--- src/hdl/qapm_pkg.sv ---
`default_nettype none

package qapm_pkg;

  // Register indexes on the configuration port (byte address = 4 * index)
  localparam logic [2:0] REG_PROP_GAIN      = 3'd0;
  localparam logic [2:0] REG_INTEG_GAIN     = 3'd1;
  localparam logic [2:0] REG_DERIV_GAIN     = 3'd2;
  localparam logic [2:0] REG_YAW_PROP_GAIN  = 3'd3;
  localparam logic [2:0] REG_YAW_DERIV_GAIN = 3'd4;
  localparam logic [2:0] REG_INTEG_WINDOW   = 3'd5;
  localparam logic [2:0] REG_INTEG_CLAMP    = 3'd6;
  localparam logic [2:0] REG_AXIS_CLAMP     = 3'd7;

  // Function codes of an input beat
  localparam logic FUNC_STEP  = 1'b0;
  localparam logic FUNC_CLEAR = 1'b1;

  localparam logic [10:0] MOTOR_MIN = 11'd1000;
  localparam logic [10:0] MOTOR_MAX = 11'd2000;

  typedef struct packed {
    logic [15:0] prop_gain;
    logic [15:0] integ_gain;
    logic [15:0] deriv_gain;
    logic [15:0] yaw_prop_gain;
    logic [15:0] yaw_deriv_gain;
    logic [14:0] integ_window;
    logic [9:0]  integ_clamp;
    logic [9:0]  axis_clamp;
  } cfg_t;

  // Stage advance strobes shared by all lanes
  typedef struct packed {
    logic acc;      // input beat taken into stage 1
    logic clr_in;   // the beat being taken is a clear
    logic en2;
    logic en3;
    logic en4;
    logic int_upd;  // a valid item moves from stage 2 to stage 3
    logic int_clr;  // that item is a clear
  } pipe_ctl_t;

  // Symmetric clamp to +-lim, result fits 11 bits signed
  function automatic logic signed [10:0] clamp_sym(input logic signed [23:0] v,
                                                   input logic [9:0] lim);
    logic signed [23:0] hi;
    logic signed [23:0] lo;
    logic signed [23:0] r;
    hi = $signed({14'd0, lim});
    lo = -hi;
    if (v > hi) begin
      r = hi;
    end else if (v < lo) begin
      r = lo;
    end else begin
      r = v;
    end
    return r[10:0];
  endfunction

endpackage

`default_nettype wire

--- src/hdl/qapm_yaw_lane.sv ---
`default_nettype none

module qapm_yaw_lane (
  input  logic                      clk_i,
  input  logic                      rst_ni,
  input  qapm_pkg::pipe_ctl_t       ctl_i,
  input  qapm_pkg::cfg_t            cfg_i,
  input  logic signed [15:0]        now_i,
  input  logic signed [15:0]        before_i,
  input  logic signed [15:0]        rate_i,
  output logic signed [10:0]        axis_o
);

  logic signed [17:0] last_err_q;

  logic signed [17:0] err1_d, err1_q;
  logic signed [18:0] dd1_d, dd1_q;
  logic signed [34:0] p2_d, p2_q;
  logic signed [35:0] d2_d, d2_q;
  logic signed [36:0] sum3_q;
  logic signed [36:0] sum3_sh;
  logic signed [10:0] axis4_q;

  // Stage 1: yaw error is angle change plus the rate target
  always_comb begin
    err1_d = {{2{now_i[15]}}, now_i} - {{2{before_i[15]}}, before_i}
           + {{2{rate_i[15]}}, rate_i};
    dd1_d  = {err1_d[17], err1_d} - {last_err_q[17], last_err_q};
  end

  always_ff @(posedge clk_i or negedge rst_ni) begin
    if (!rst_ni) begin
      last_err_q <= '0;
    end else if (ctl_i.acc) begin
      last_err_q <= ctl_i.clr_in ? 18'sd0 : err1_d;
    end
  end

  always_ff @(posedge clk_i) begin
    if (ctl_i.acc) begin
      err1_q <= err1_d;
      dd1_q  <= dd1_d;
    end
  end

  // Stage 2: gain products
  always_comb begin
    p2_d = $signed({1'b0, cfg_i.yaw_prop_gain}) * err1_q;
    d2_d = $signed({1'b0, cfg_i.yaw_deriv_gain}) * dd1_q;
  end

  always_ff @(posedge clk_i) begin
    if (ctl_i.en2) begin
      p2_q <= p2_d;
      d2_q <= d2_d;
    end
  end

  // Stage 3: P + D; stage 4: floor and clamp
  always_ff @(posedge clk_i) begin
    if (ctl_i.en3) begin
      sum3_q <= {{2{p2_q[34]}}, p2_q} + {d2_q[35], d2_q};
    end
  end

  assign sum3_sh = sum3_q >>> 16;

  always_ff @(posedge clk_i) begin
    if (ctl_i.en4) begin
      axis4_q <= qapm_pkg::clamp_sym(sum3_sh[23:0], cfg_i.axis_clamp);
    end
  end

  assign axis_o = axis4_q;

endmodule

`default_nettype wire

--- config.mk ---
export PLATFORM = sky130hd
export DESIGN_NAME = qapm_yaw_lane
export DESIGN_NICKNAME = d
export VERILOG_FILES = /design/src/hdl/qapm_pkg.sv /design/src/hdl/qapm_yaw_lane.sv
export SDC_FILE = /design/constraint.sdc
export NUM_CORES = 2
export LEC_CHECK = 0
export ABC_AREA = 1
export BUFFER_PORTS_ARGS = -buffer_cell sky130_fd_sc_hd__buf_2
export CAP_MARGIN = 15
export CORE_UTILIZATION = 45
export CTS_BUF_LIST = sky130_fd_sc_hd__clkbuf_4 sky130_fd_sc_hd__clkbuf_8
export DETAILED_ROUTE_END_ITERATION = 12
export GPL_TIMING_DRIVEN = 0
export MAX_ROUTING_LAYER = met4
export SYNTH_ARGS = -nofsm -noshare
export SYNTH_HDL_FRONTEND = slang
export SYNTH_SLANG_ARGS = --single-unit
--- constraint.sdc ---
create_clock -name clk_i -period 6.25 [get_ports clk_i]
set_input_delay 0.3125 -clock clk_i [delete_from_list [all_inputs] [get_ports clk_i]]
set_output_delay 0.3125 -clock clk_i [all_outputs]
set_load 0.01 [all_outputs]
==> flow_metrics.py <==
metrics = {
    "route": {
        "vias": 28208,
        "ant_nets": 0,
        "drtIter0Drc": 1990,
        "finalWirelength_um": 96000,
        "viasPerCell": 5.05,
        "drc": 0,
        "drt_first_pass_iters": 8,
        "wl_per_cell_um": 17.2,
    },
    "floorplanning": {
        "core_area_mm2": 0.0763,
        "rows": 101,
        "die_area_mm2": 0.0786,
        "ioPinCount": 183,
        "start_util_pct": 45.7,
        "die_y_um": 280,
        "chipWidth_um": 280,
    },
    "critical_path": {
        "cpMaxStageDelayCell": "clkbuf_1",
        "critPathKind": "in -> reg",
        "critPathMaxStageDelay_ns": 0.56,
        "arrival_ns": 6.32,
        "cp_max_fo": 10,
        "crit_path_end_kind": "flop",
        "start_kind": "input pin",
        "crit_top_cell": "fa_1",
        "worst_ep_required_time_ns": 6.49,
        "path_cells": "clkbuf_1, clkbuf_2, nand2_1, fa_1, fa_1, clkinvlp_4, buf_12, fa_1, inv_1, fa_1, inv_1, fa_1, fa_1, ha_1, inv_1, o21bai_1, a21oi_1, o21ai_0, a21oi_1, nand2_1, nand2_1, nand2_1",
    },
    "timing": {
        "rsz0062_at_grt": "true",
        "min_period_over_period_pct": 97.3,
        "layout_min_cycle_time_ns": 6.08,
        "fmax_mhz": 164,
        "slew_headroom_pct": 35.1,
        "drv_slew": 0,
        "hold_violations": 0,
        "worst_slew_pin_slew_ns": 0.973,
        "finalSetupViolations": 0,
        "fin_skew_ns": 0.0210,
    },
    "synthesis": {
        "synthArstFlopShare_pct": 11.4,
        "yosysUniqueCellTypes": 53,
        "synthMostInstantiatedCell": "inv_1",
        "synthTopCellsByArea": "fa_1 (35%), inv_1 (14%), edfxtp_1 (12%)",
        "ys.flop_type": "edfxtp_1",
        "syn_avg_cell_area_um2": 7.90,
        "seq_area_frac_synth_pct": 13.3,
        "synth_cells": 4417,
        "synthDominantCellAreaShare_pct": 35.4,
        "syn_nets": 5491,
        "netlist_area_mm2": 0.0349,
        "synth_edf_count": 140,
        "synthTopCellsByCount": "inv_1 (1274), nand2_1 (1040), fa_1 (617), ha_1 (285), nor2_1 (186)",
        "ys_seq_elements": 158,
        "yosysWarnings": 0,
        "yosysTopAreaCell": "fa_1",
    },
    "global_route": {
        "grt_pass1_vias": 28697,
        "grt_usage_pct": 26.4,
        "grt_overflow": 0,
        "grt_max_degree": 72,
        "antenna_found_initial": 3,
        "grt_pass1_wl_um": 155000,
    },
    "placement": {
        "numPortBuffers": 75,
        "post-dp-hpwl_um": 81500,
        "place_congestion": 0.965,
    },
    "clock_network": {
        "cts.sinks": 158,
        "clk_pin_slew_ns": 0.10,
        "cts_buffers": 17,
        "htree_levels": 4,
        "root_buffer": "clkbuf_8",
        "clk_path_buf_depth": 2,
        "cts_tree": "built",
        "worstSkewPairLatency_ns": 0.50,
    },
    "run": {
        "maxCapViolCount": 0,
    },
    "final_layout": {
        "syn_to_final_growth_pct": 7.95,
        "fin_util_pct": 49.3,
        "drive_gt1_share_pct": 7.18,
        "num-nets-final": 5615,
    },
    "min_path": {
        "holdCritPathClass": "in -> reg",
    },
    "status": {
        "outcome": "finished, final reports clean",
    },
}
## through the flow
step / cells / setup slack, ns / cell area (um2) / hold WS (ns) / TNS (ns)
after global placement: 5522 / -1.01 / 36600 / 0.280 / -21.86
after global routing: 5588 / -0.0116 / 37700 / 0.107 / -0.0337
after detailed placement: 5523 / -0.997 / 36600 / 0.283 / -22.17
after floorplan: 4417 / 0.329 / 34900 / 0.0169 / 0
final: 5589 / 0.166 / 37700 / 0.112 / 0
after CTS: 5552 / 0.00230 / 37200 / 0.0760 / 0
## path summary, 6_finish.rpt
path / startpoint / to / slack, ns / depth (start not counted)
max: cfg_i[42] / d2_q[34]$_DFFE_PP_ / 0.17 / 22
min: cfg_i[1] / axis_o[1]$_DFFE_PP_ / 0.11 / 3
max reg2reg: err1_q[17]$_DFFE_PP_ / p2_q[27]$_DFFE_PP_ / 0.18 / 23
min reg2reg: last_err_q[15]$_DFFE_PN0P_ / last_err_q[15]$_DFFE_PN0P_ / 0.49 / 2
max in group asynchronous: rst_ni / last_err_q[1]$_DFFE_PN0P_ / 5.65 / 2
min in group asynchronous: rst_ni / last_err_q[17]$_DFFE_PN0P_ / 0.28 / 2
## logic make-up after synthesis
family / after synthesis / share of synthesized area [%]
and+or+nand+nor: 1470 / 17.4
buffers and inverters: 1427 / 15.4
adders and majority gates: 902 / 45.6
AOI/OAI and AO/OA: 358 / 5.73
DFF: 158 / 13.3
xor gates and xnor gates: 102 / 2.56
## final cells by class
cell class	count	area, um2
plain buffers	104	527
well taps	1030	1290
multi-input cells	2832	25000
flip-flops and latches	158	4650
inverters	1285	4830
diodes	5	12.5
clock inverters	15	168
repair buffers	143	961
clock buffers	17	234
fillers	7682	38700
## worst max-delay path: cells and delay by family
family | cells | cell delay [ns]
AO/OA/AOI/OAI | 4 | 0.75
buffers and inverters | 7 | 1.56
AND/OR/NAND/NOR | 4 | 0.32
adder cells (fa/ha/maj) | 7 | 3.36
## state kept, by name, summed over array words and instances (netlist names)
signal and cells:
d2_q 36, axis_o 11, dd1_q 19, p2_q 35, last_err_q 18, sum3_q 21, err1_q 18
## what timing repair did
| action | CTS | global route |
|---|---|---|
| pin swaps | 1 | 9 |
| hold endpoints to repair | 18 | 0 |
| gates resized for setup | 52 | 112 |
| buffers inserted | 28 | 38 |
| hold buffers | 1 | 0 |
| endpoints found under the setup margin | 42 | 34 |
## per-layer routing
layer	routed length (um)	share of wire (%)	track usage, %	up-vias
met5	0	0	-	-
met4	1980	2.1	5.39	0
met3	7040	7.3	3.14	121
met2	44100	46	42.0	956
met1	42900	45	36.4	13873
li1	-	-	-	13258
## layout by cell type (no fill, tap or decap), drive strengths merged, types with 2 or more instances in the layout
master    instances
a21o             16
edfxtp          140
a31oi            12
ha              285
dfrtp            18
and2              4
clkinv            2
o21bai           23
fa              617
nor3             33
xor2             71
a21oi           170
nand2          1051
buf             160
nand4            30
inv            1292
clkinvlp          5
nor4              5
xnor2            31
o31ai             2
clkbuf          103
a21boi            6
nor2            194
nand3           131
o211ai            4
o21a              5
o21ai           113
diode             5
o22ai             3
nand3b           14
or2               4
Power is left out: the tool's default activity adds up to more than one toggle a clock period on the data nets, which glitch-free logic cannot reach.
