[src/hdl/qapm_pkg.sv]
`default_nettype none

package qapm_pkg;

  // Register indexes on the configuration port (byte address = 4 * index)
  localparam logic [2:0] REG_PROP_GAIN      = 3'd0;
  localparam logic [2:0] REG_INTEG_GAIN     = 3'd1;
  localparam logic [2:0] REG_DERIV_GAIN     = 3'd2;
  localparam logic [2:0] REG_YAW_PROP_GAIN  = 3'd3;
  localparam logic [2:0] REG_YAW_DERIV_GAIN = 3'd4;
  localparam logic [2:0] REG_INTEG_WINDOW   = 3'd5;
  localparam logic [2:0] REG_INTEG_CLAMP    = 3'd6;
  localparam logic [2:0] REG_AXIS_CLAMP     = 3'd7;

  // Function codes of an input beat
  localparam logic FUNC_STEP  = 1'b0;
  localparam logic FUNC_CLEAR = 1'b1;

  localparam logic [10:0] MOTOR_MIN = 11'd1000;
  localparam logic [10:0] MOTOR_MAX = 11'd2000;

  typedef struct packed {
    logic [15:0] prop_gain;
    logic [15:0] integ_gain;
    logic [15:0] deriv_gain;
    logic [15:0] yaw_prop_gain;
    logic [15:0] yaw_deriv_gain;
    logic [14:0] integ_window;
    logic [9:0]  integ_clamp;
    logic [9:0]  axis_clamp;
  } cfg_t;

  // Stage advance strobes shared by all lanes
  typedef struct packed {
    logic acc;      // input beat taken into stage 1
    logic clr_in;   // the beat being taken is a clear
    logic en2;
    logic en3;
    logic en4;
    logic int_upd;  // a valid item moves from stage 2 to stage 3
    logic int_clr;  // that item is a clear
  } pipe_ctl_t;

  // Symmetric clamp to +-lim, result fits 11 bits signed
  function automatic logic signed [10:0] clamp_sym(input logic signed [23:0] v,
                                                   input logic [9:0] lim);
    logic signed [23:0] hi;
    logic signed [23:0] lo;
    logic signed [23:0] r;
    hi = $signed({14'd0, lim});
    lo = -hi;
    if (v > hi) begin
      r = hi;
    end else if (v < lo) begin
      r = lo;
    end else begin
      r = v;
    end
    return r[10:0];
  endfunction

endpackage

`default_nettype wire

[src/hdl/qapm_mixer.sv]
`default_nettype none

module qapm_mixer (
  input  logic               clk_i,
  input  logic               en_i,
  input  logic [9:0]         axis_clamp_i,
  input  logic [10:0]        throttle_i,
  input  logic signed [10:0] pitch_i,
  input  logic signed [10:0] roll_i,
  input  logic signed [10:0] yaw_i,
  output logic [10:0]        motor_a_o,
  output logic [10:0]        motor_b_o,
  output logic [10:0]        motor_c_o,
  output logic [10:0]        motor_d_o
);

  function automatic logic [10:0] pulse(input logic signed [12:0] mix,
                                        input logic [10:0] thr,
                                        input logic [9:0] lim);
    logic signed [10:0] c;
    logic signed [13:0] s;
    logic [10:0]        r;
    c = qapm_pkg::clamp_sym({{11{mix[12]}}, mix}, lim);
    s = $signed({3'b000, thr}) + {{3{c[10]}}, c};
    if (s < $signed({3'b000, qapm_pkg::MOTOR_MIN})) begin
      r = qapm_pkg::MOTOR_MIN;
    end else if (s > $signed({3'b000, qapm_pkg::MOTOR_MAX})) begin
      r = qapm_pkg::MOTOR_MAX;
    end else begin
      r = s[10:0];
    end
    return r;
  endfunction

  logic signed [12:0] p13, r13, y13;
  logic signed [12:0] mix_a, mix_b, mix_c, mix_d;

  always_comb begin
    p13   = {{2{pitch_i[10]}}, pitch_i};
    r13   = {{2{roll_i[10]}}, roll_i};
    y13   = {{2{yaw_i[10]}}, yaw_i};
    mix_a = -p13 + r13 - y13;
    mix_b = -p13 - r13 + y13;
    mix_c =  p13 - r13 - y13;
    mix_d =  p13 + r13 + y13;
  end

  always_ff @(posedge clk_i) begin
    if (en_i) begin
      motor_a_o <= pulse(mix_a, throttle_i, axis_clamp_i);
      motor_b_o <= pulse(mix_b, throttle_i, axis_clamp_i);
      motor_c_o <= pulse(mix_c, throttle_i, axis_clamp_i);
      motor_d_o <= pulse(mix_d, throttle_i, axis_clamp_i);
    end
  end

endmodule

`default_nettype wire

[config.mk]
export PLATFORM = sky130hd
export DESIGN_NAME = qapm_mixer
export DESIGN_NICKNAME = d
export VERILOG_FILES = /design/src/hdl/qapm_pkg.sv /design/src/hdl/qapm_mixer.sv
export SDC_FILE = /design/constraint.sdc
export NUM_CORES = 1
export LEC_CHECK = 0
export BUFFER_PORTS_ARGS = -buffer_cell sky130_fd_sc_hd__buf_2
export CORE_ASPECT_RATIO = 2
export CORE_MARGIN = 3
export CORE_UTILIZATION = 30
export CTS_CLUSTER_DIAMETER = 200
export CTS_CLUSTER_SIZE = 20
export DETAILED_ROUTE_END_ITERATION = 16
export SLEW_MARGIN = 25
export SYNTH_ARGS = -nofsm -noshare
export SYNTH_HDL_FRONTEND = slang
export SYNTH_SLANG_ARGS = --single-unit
export TNS_END_PERCENT = 50
[constraint.sdc]
create_clock -name clk_i -period 9.3 [get_ports clk_i]
set_clock_uncertainty 0.2 [all_clocks]
set_input_delay 1.86 -clock clk_i [delete_from_list [all_inputs] [get_ports clk_i]]
set_output_delay 1.86 -clock clk_i [all_outputs]
set_load 0.01 [all_outputs]
==> run summary <==
The number of nets produced by synthesis came out at 1686. In this run the tightest slew margin relative to its limit is 0.337. The CTS sink count is 44. The switching component of the power is 2.87 mW. The internal power summed over all cells is 3.32 mW. The sum of routed wire length over all layers came out at 47400 um. For this design, the slowest cell found on the critical path is sky130_fd_sc_hd__fa_2. The initial antenna violation count is 0. The maximum number of pins on one net before global-route repair came out at 45. The share of flip-flops with an asynchronous set or reset after synthesis came out at 0. Leaving out fill and tap cells, the most frequent cell in the layout is sky130_fd_sc_hd__buf_4. The run finished, with violations left.

The synthesized instance count is 1361. The critical path capture point type is a register. The worst setup path is launched from a primary input. The total leakage power is 8.05 nW. In this run the most critical hold path is launched from throttle_i[0]. The remaining antenna violation count came out at 0.

The worst setup path is of the primary input to register kind. The total via count after detailed routing is 12900. The timing-limited maximum frequency is 107 MHz. The placed wire-length estimate came out at 40400 um. The fraction of layout cells with a size suffix above 1 is 0.403.

Counting instances, the worst hold path has a depth of 3. The clock tree buffer depth is 2. The final worst slack came out at -0.0157 ns. The number of global-route vias before repair was 13600.

The path class of the tightest hold or removal check is primary input to register. The arrival time at the worst endpoint came out at 9.18 ns. The length of the first detailed-routing pass in iterations is 5.

The total power divided by cell area came out at 359 nW/um^2. The width of the chip is 144 um. The Yosys step of the flow raised 0 warnings. At the placement stage, the worst setup path has a slack of -0.829 ns. The number of buffers added on ports came out at 99.

Measured along the y axis, the die boundary spans 282 um. The largest stage delay on the critical path is 0.48 ns. The sequential area share after synthesis came out at 0.116. The portion of total power attributed to combinational logic came out at 0.899. The fraction of the cycle the final worst path needs came out at 1.00. The total setup violations reported at the end of the flow came out at 2. The final number of max-transition violations is 0. The area of the mapped netlist is 11400 sq um. Counting distinct cell types in the post-synthesis netlist gives 81. IR analysis of the VDD net gives a maximum drop of 0.177 mV. The total power draw is 6.19 mW. The post-synthesis register bit count came out at 44. The worst hold path terminates at motor_b_o[0]$_SDFFCE_PP0P_. The portion of total power attributed to sequential cells is 0.068. The number of cell rows came out at 100.

After clock tree synthesis, the clock-pin slew on the worst setup and hold paths is 0.06 ns. The count of flip-flops with a built-in enable after synthesis came out at 44. The smallest clock period supported by the final layout is computed as 9.32 ns.

After synthesis, the mean cell area works out to 8.38 sq um. The area added between synthesis and finish came out at 51.1%. Max-cap violations in this run came to 0. The total negative setup slack came out at -0.0296 ns. Summed over all layers, the global routing overflow is 0.

The number of CTS-inserted buffers is 5. The initial standard-cell utilization of the core is 0.305. The detailed router finished its first iteration with 568 violations. The via density per instance came out at 5.43. The final reports fail on setup timing. TritonCTS built the clock tree.

The most used flip-flop cell after synthesis is sky130_fd_sc_hd__edfxtp_1. The post-detailed-route wirelength per cell is 20.0 um. The number of nets at the end of the flow came out at 2233.

Counting stages on the worst path, the most repeated cell is sky130_fd_sc_hd__buf_6. At the end of routability-driven placement, the weighted congestion stood at 0.982. STA puts the critical path data required time at 9.16 ns.

Of the total power, the clock network draws 0.033. The number of antenna diodes in the final layout is 0. The root buffer cell chosen for the clock tree is sky130_fd_sc_hd__clkbuf_16. The top fanout value on the critical path is 7. The final hold slack is 1.97 ns. The core area came out at 37400 sq um. In the layout the commonest cells are sky130_fd_sc_hd__buf_4, sky130_fd_sc_hd__ha_1, sky130_fd_sc_hd__buf_2. The die area came out at 40500 sq um. The I/O pin count came out at 100.

At the pin with the least slew margin, the transition time is 0.994 ns. Of the total power, the share spent switching nets is 0.464. The number of remaining DRC errors is 0.

Setup repair after global routing could not meet its margin everywhere. The total routing usage reported by global routing came out at 0.224. The wire length of the first global-routing pass came out at 70000 um. The final number of hold-violating endpoints came to 0.

In this run the number of H-tree levels came out at 2.
==> synthesized netlist by cell type (all sizes together) (8+ instances only) <==
master,instances,share of area
o211ai,21,0.015
ha,218,0.24
inv,105,0.035
a211oi,20,0.014
o22ai,9,0.0049
clkbuf,23,0.0076
or2,14,0.0077
o21ai,94,0.041
xor2,37,0.028
a21oi,100,0.046
nor4,8,0.0044
nand4,22,0.012
nor3,22,0.010
nor2,97,0.032
nor3b,8,0.0053
o21a,36,0.024
a21o,29,0.019
xnor2,57,0.044
fa,51,0.090
a31oi,10,0.0055
nand2,85,0.028
o31ai,13,0.0099
nand2b,12,0.0066
o21bai,10,0.0066
edfxtp,44,0.12
nand3,26,0.011
or3,17,0.0098
and2,14,0.0077
mux2i,26,0.023
mux2,9,0.0089
nor2b,23,0.013
==> cell families after synthesis <==
family	Yosys count	synth area share
flops	44	0.116
compound gates	416	0.243
buf+inv	131	0.0433
fa+ha+maj	269	0.329
mux	35	0.0317
xor+xnor	94	0.0722
simple gates	372	0.165
==> flip-flops by register name (all words and copies together), names as in the netlist <==
name       flops
motor_b_o     11
motor_a_o     11
motor_c_o     11
motor_d_o     11
==> layer usage <==
| layer | global-route usage | routed length, um | part of all wire | vias to the layer above |
|---|---|---|---|---|
| met5 | 0 | 0 | 0 | - |
| met4 | 0.214 | 5610 | 0.12 | 0 |
| met3 | 0.0190 | 1520 | 0.032 | 227 |
| met2 | 0.438 | 25800 | 0.54 | 421 |
| met1 | 0.187 | 14500 | 0.31 | 6069 |
| li1 | - | - | - | 6133 |
==> stage by stage <==
step	area (sq um)	instances	util
final	17200	2368	0.461
after global routing	17200	2368	0.461
after CTS	16200	2340	0.433
after detailed placement	15700	2317	0.419
after global placement	15700	2317	0.419
after floorplan	11500	1361	-
==> timing repair <==
| action | CTS | global route |
|---|---|---|
| hold buffers | 0 | 0 |
| cloned | 0 | 2 |
| endpoints found under the setup margin | 39 | 43 |
| buffers inserted | 15 | 28 |
| endpoints found under the hold margin | 0 | 0 |
| pin swaps | 39 | 93 |
| gates resized for setup | 61 | 163 |
==> how the worst max path moves through the flow <==
stage          startpoint                          to  slack [ns]  cells after the start
2_1_floorplan  pitch_i[0]  motor_b_o[3]$_SDFFCE_PP1P_       0.005                     33
3_3_place_gp   pitch_i[1]  motor_d_o[7]$_SDFFCE_PP1P_       -0.80                     34
3_5_place_dp   pitch_i[1]  motor_d_o[8]$_SDFFCE_PP1P_       -0.83                     34
4_1_cts        pitch_i[1]  motor_b_o[3]$_SDFFCE_PP1P_     0.00002                     37
5_1_grt        pitch_i[1]  motor_a_o[5]$_SDFFCE_PP1P_       -0.32                     41
6_report       pitch_i[1]  motor_a_o[5]$_SDFFCE_PP1P_       -0.02                     39
==> power by group through the flow <==
stage / Combinational, mW / Sequential [mW] / Clock, mW
5_1_grt: 6.02 / 0.436 / 0.213
3_5_place_dp: 4.81 / 0.430 / 0
2_1_floorplan: 2.53 / 0.482 / 0
3_3_place_gp: 4.72 / 0.428 / 0
6_report: 5.56 / 0.422 / 0.206
4_1_cts: 4.97 / 0.426 / 0.209
==> worst max-delay path: cells and delay by family <==
| family | cells | cell delay [ns] |
|---|---|---|
| AOI/OAI and AO/OA | 13 | 2.30 |
| xor gates and xnor gates | 2 | 0.40 |
| adders and majority gates | 4 | 1.06 |
| buffers and inverters | 10 | 1.44 |
| muxes | 1 | 0.19 |
| and+or+nand+nor | 9 | 1.90 |
==> final cells by class <==
cell class | count | area (sq um)
clock buffers | 5 | 125
flip-flops and latches | 44 | 1320
well taps | 459 | 574
inverters | 106 | 403
multi-input cells | 1186 | 10700
repair buffers | 565 | 4110
clock inverters | 3 | 42.5
fillers | 3533 | 20200
(Power assumes the default switching activity.)
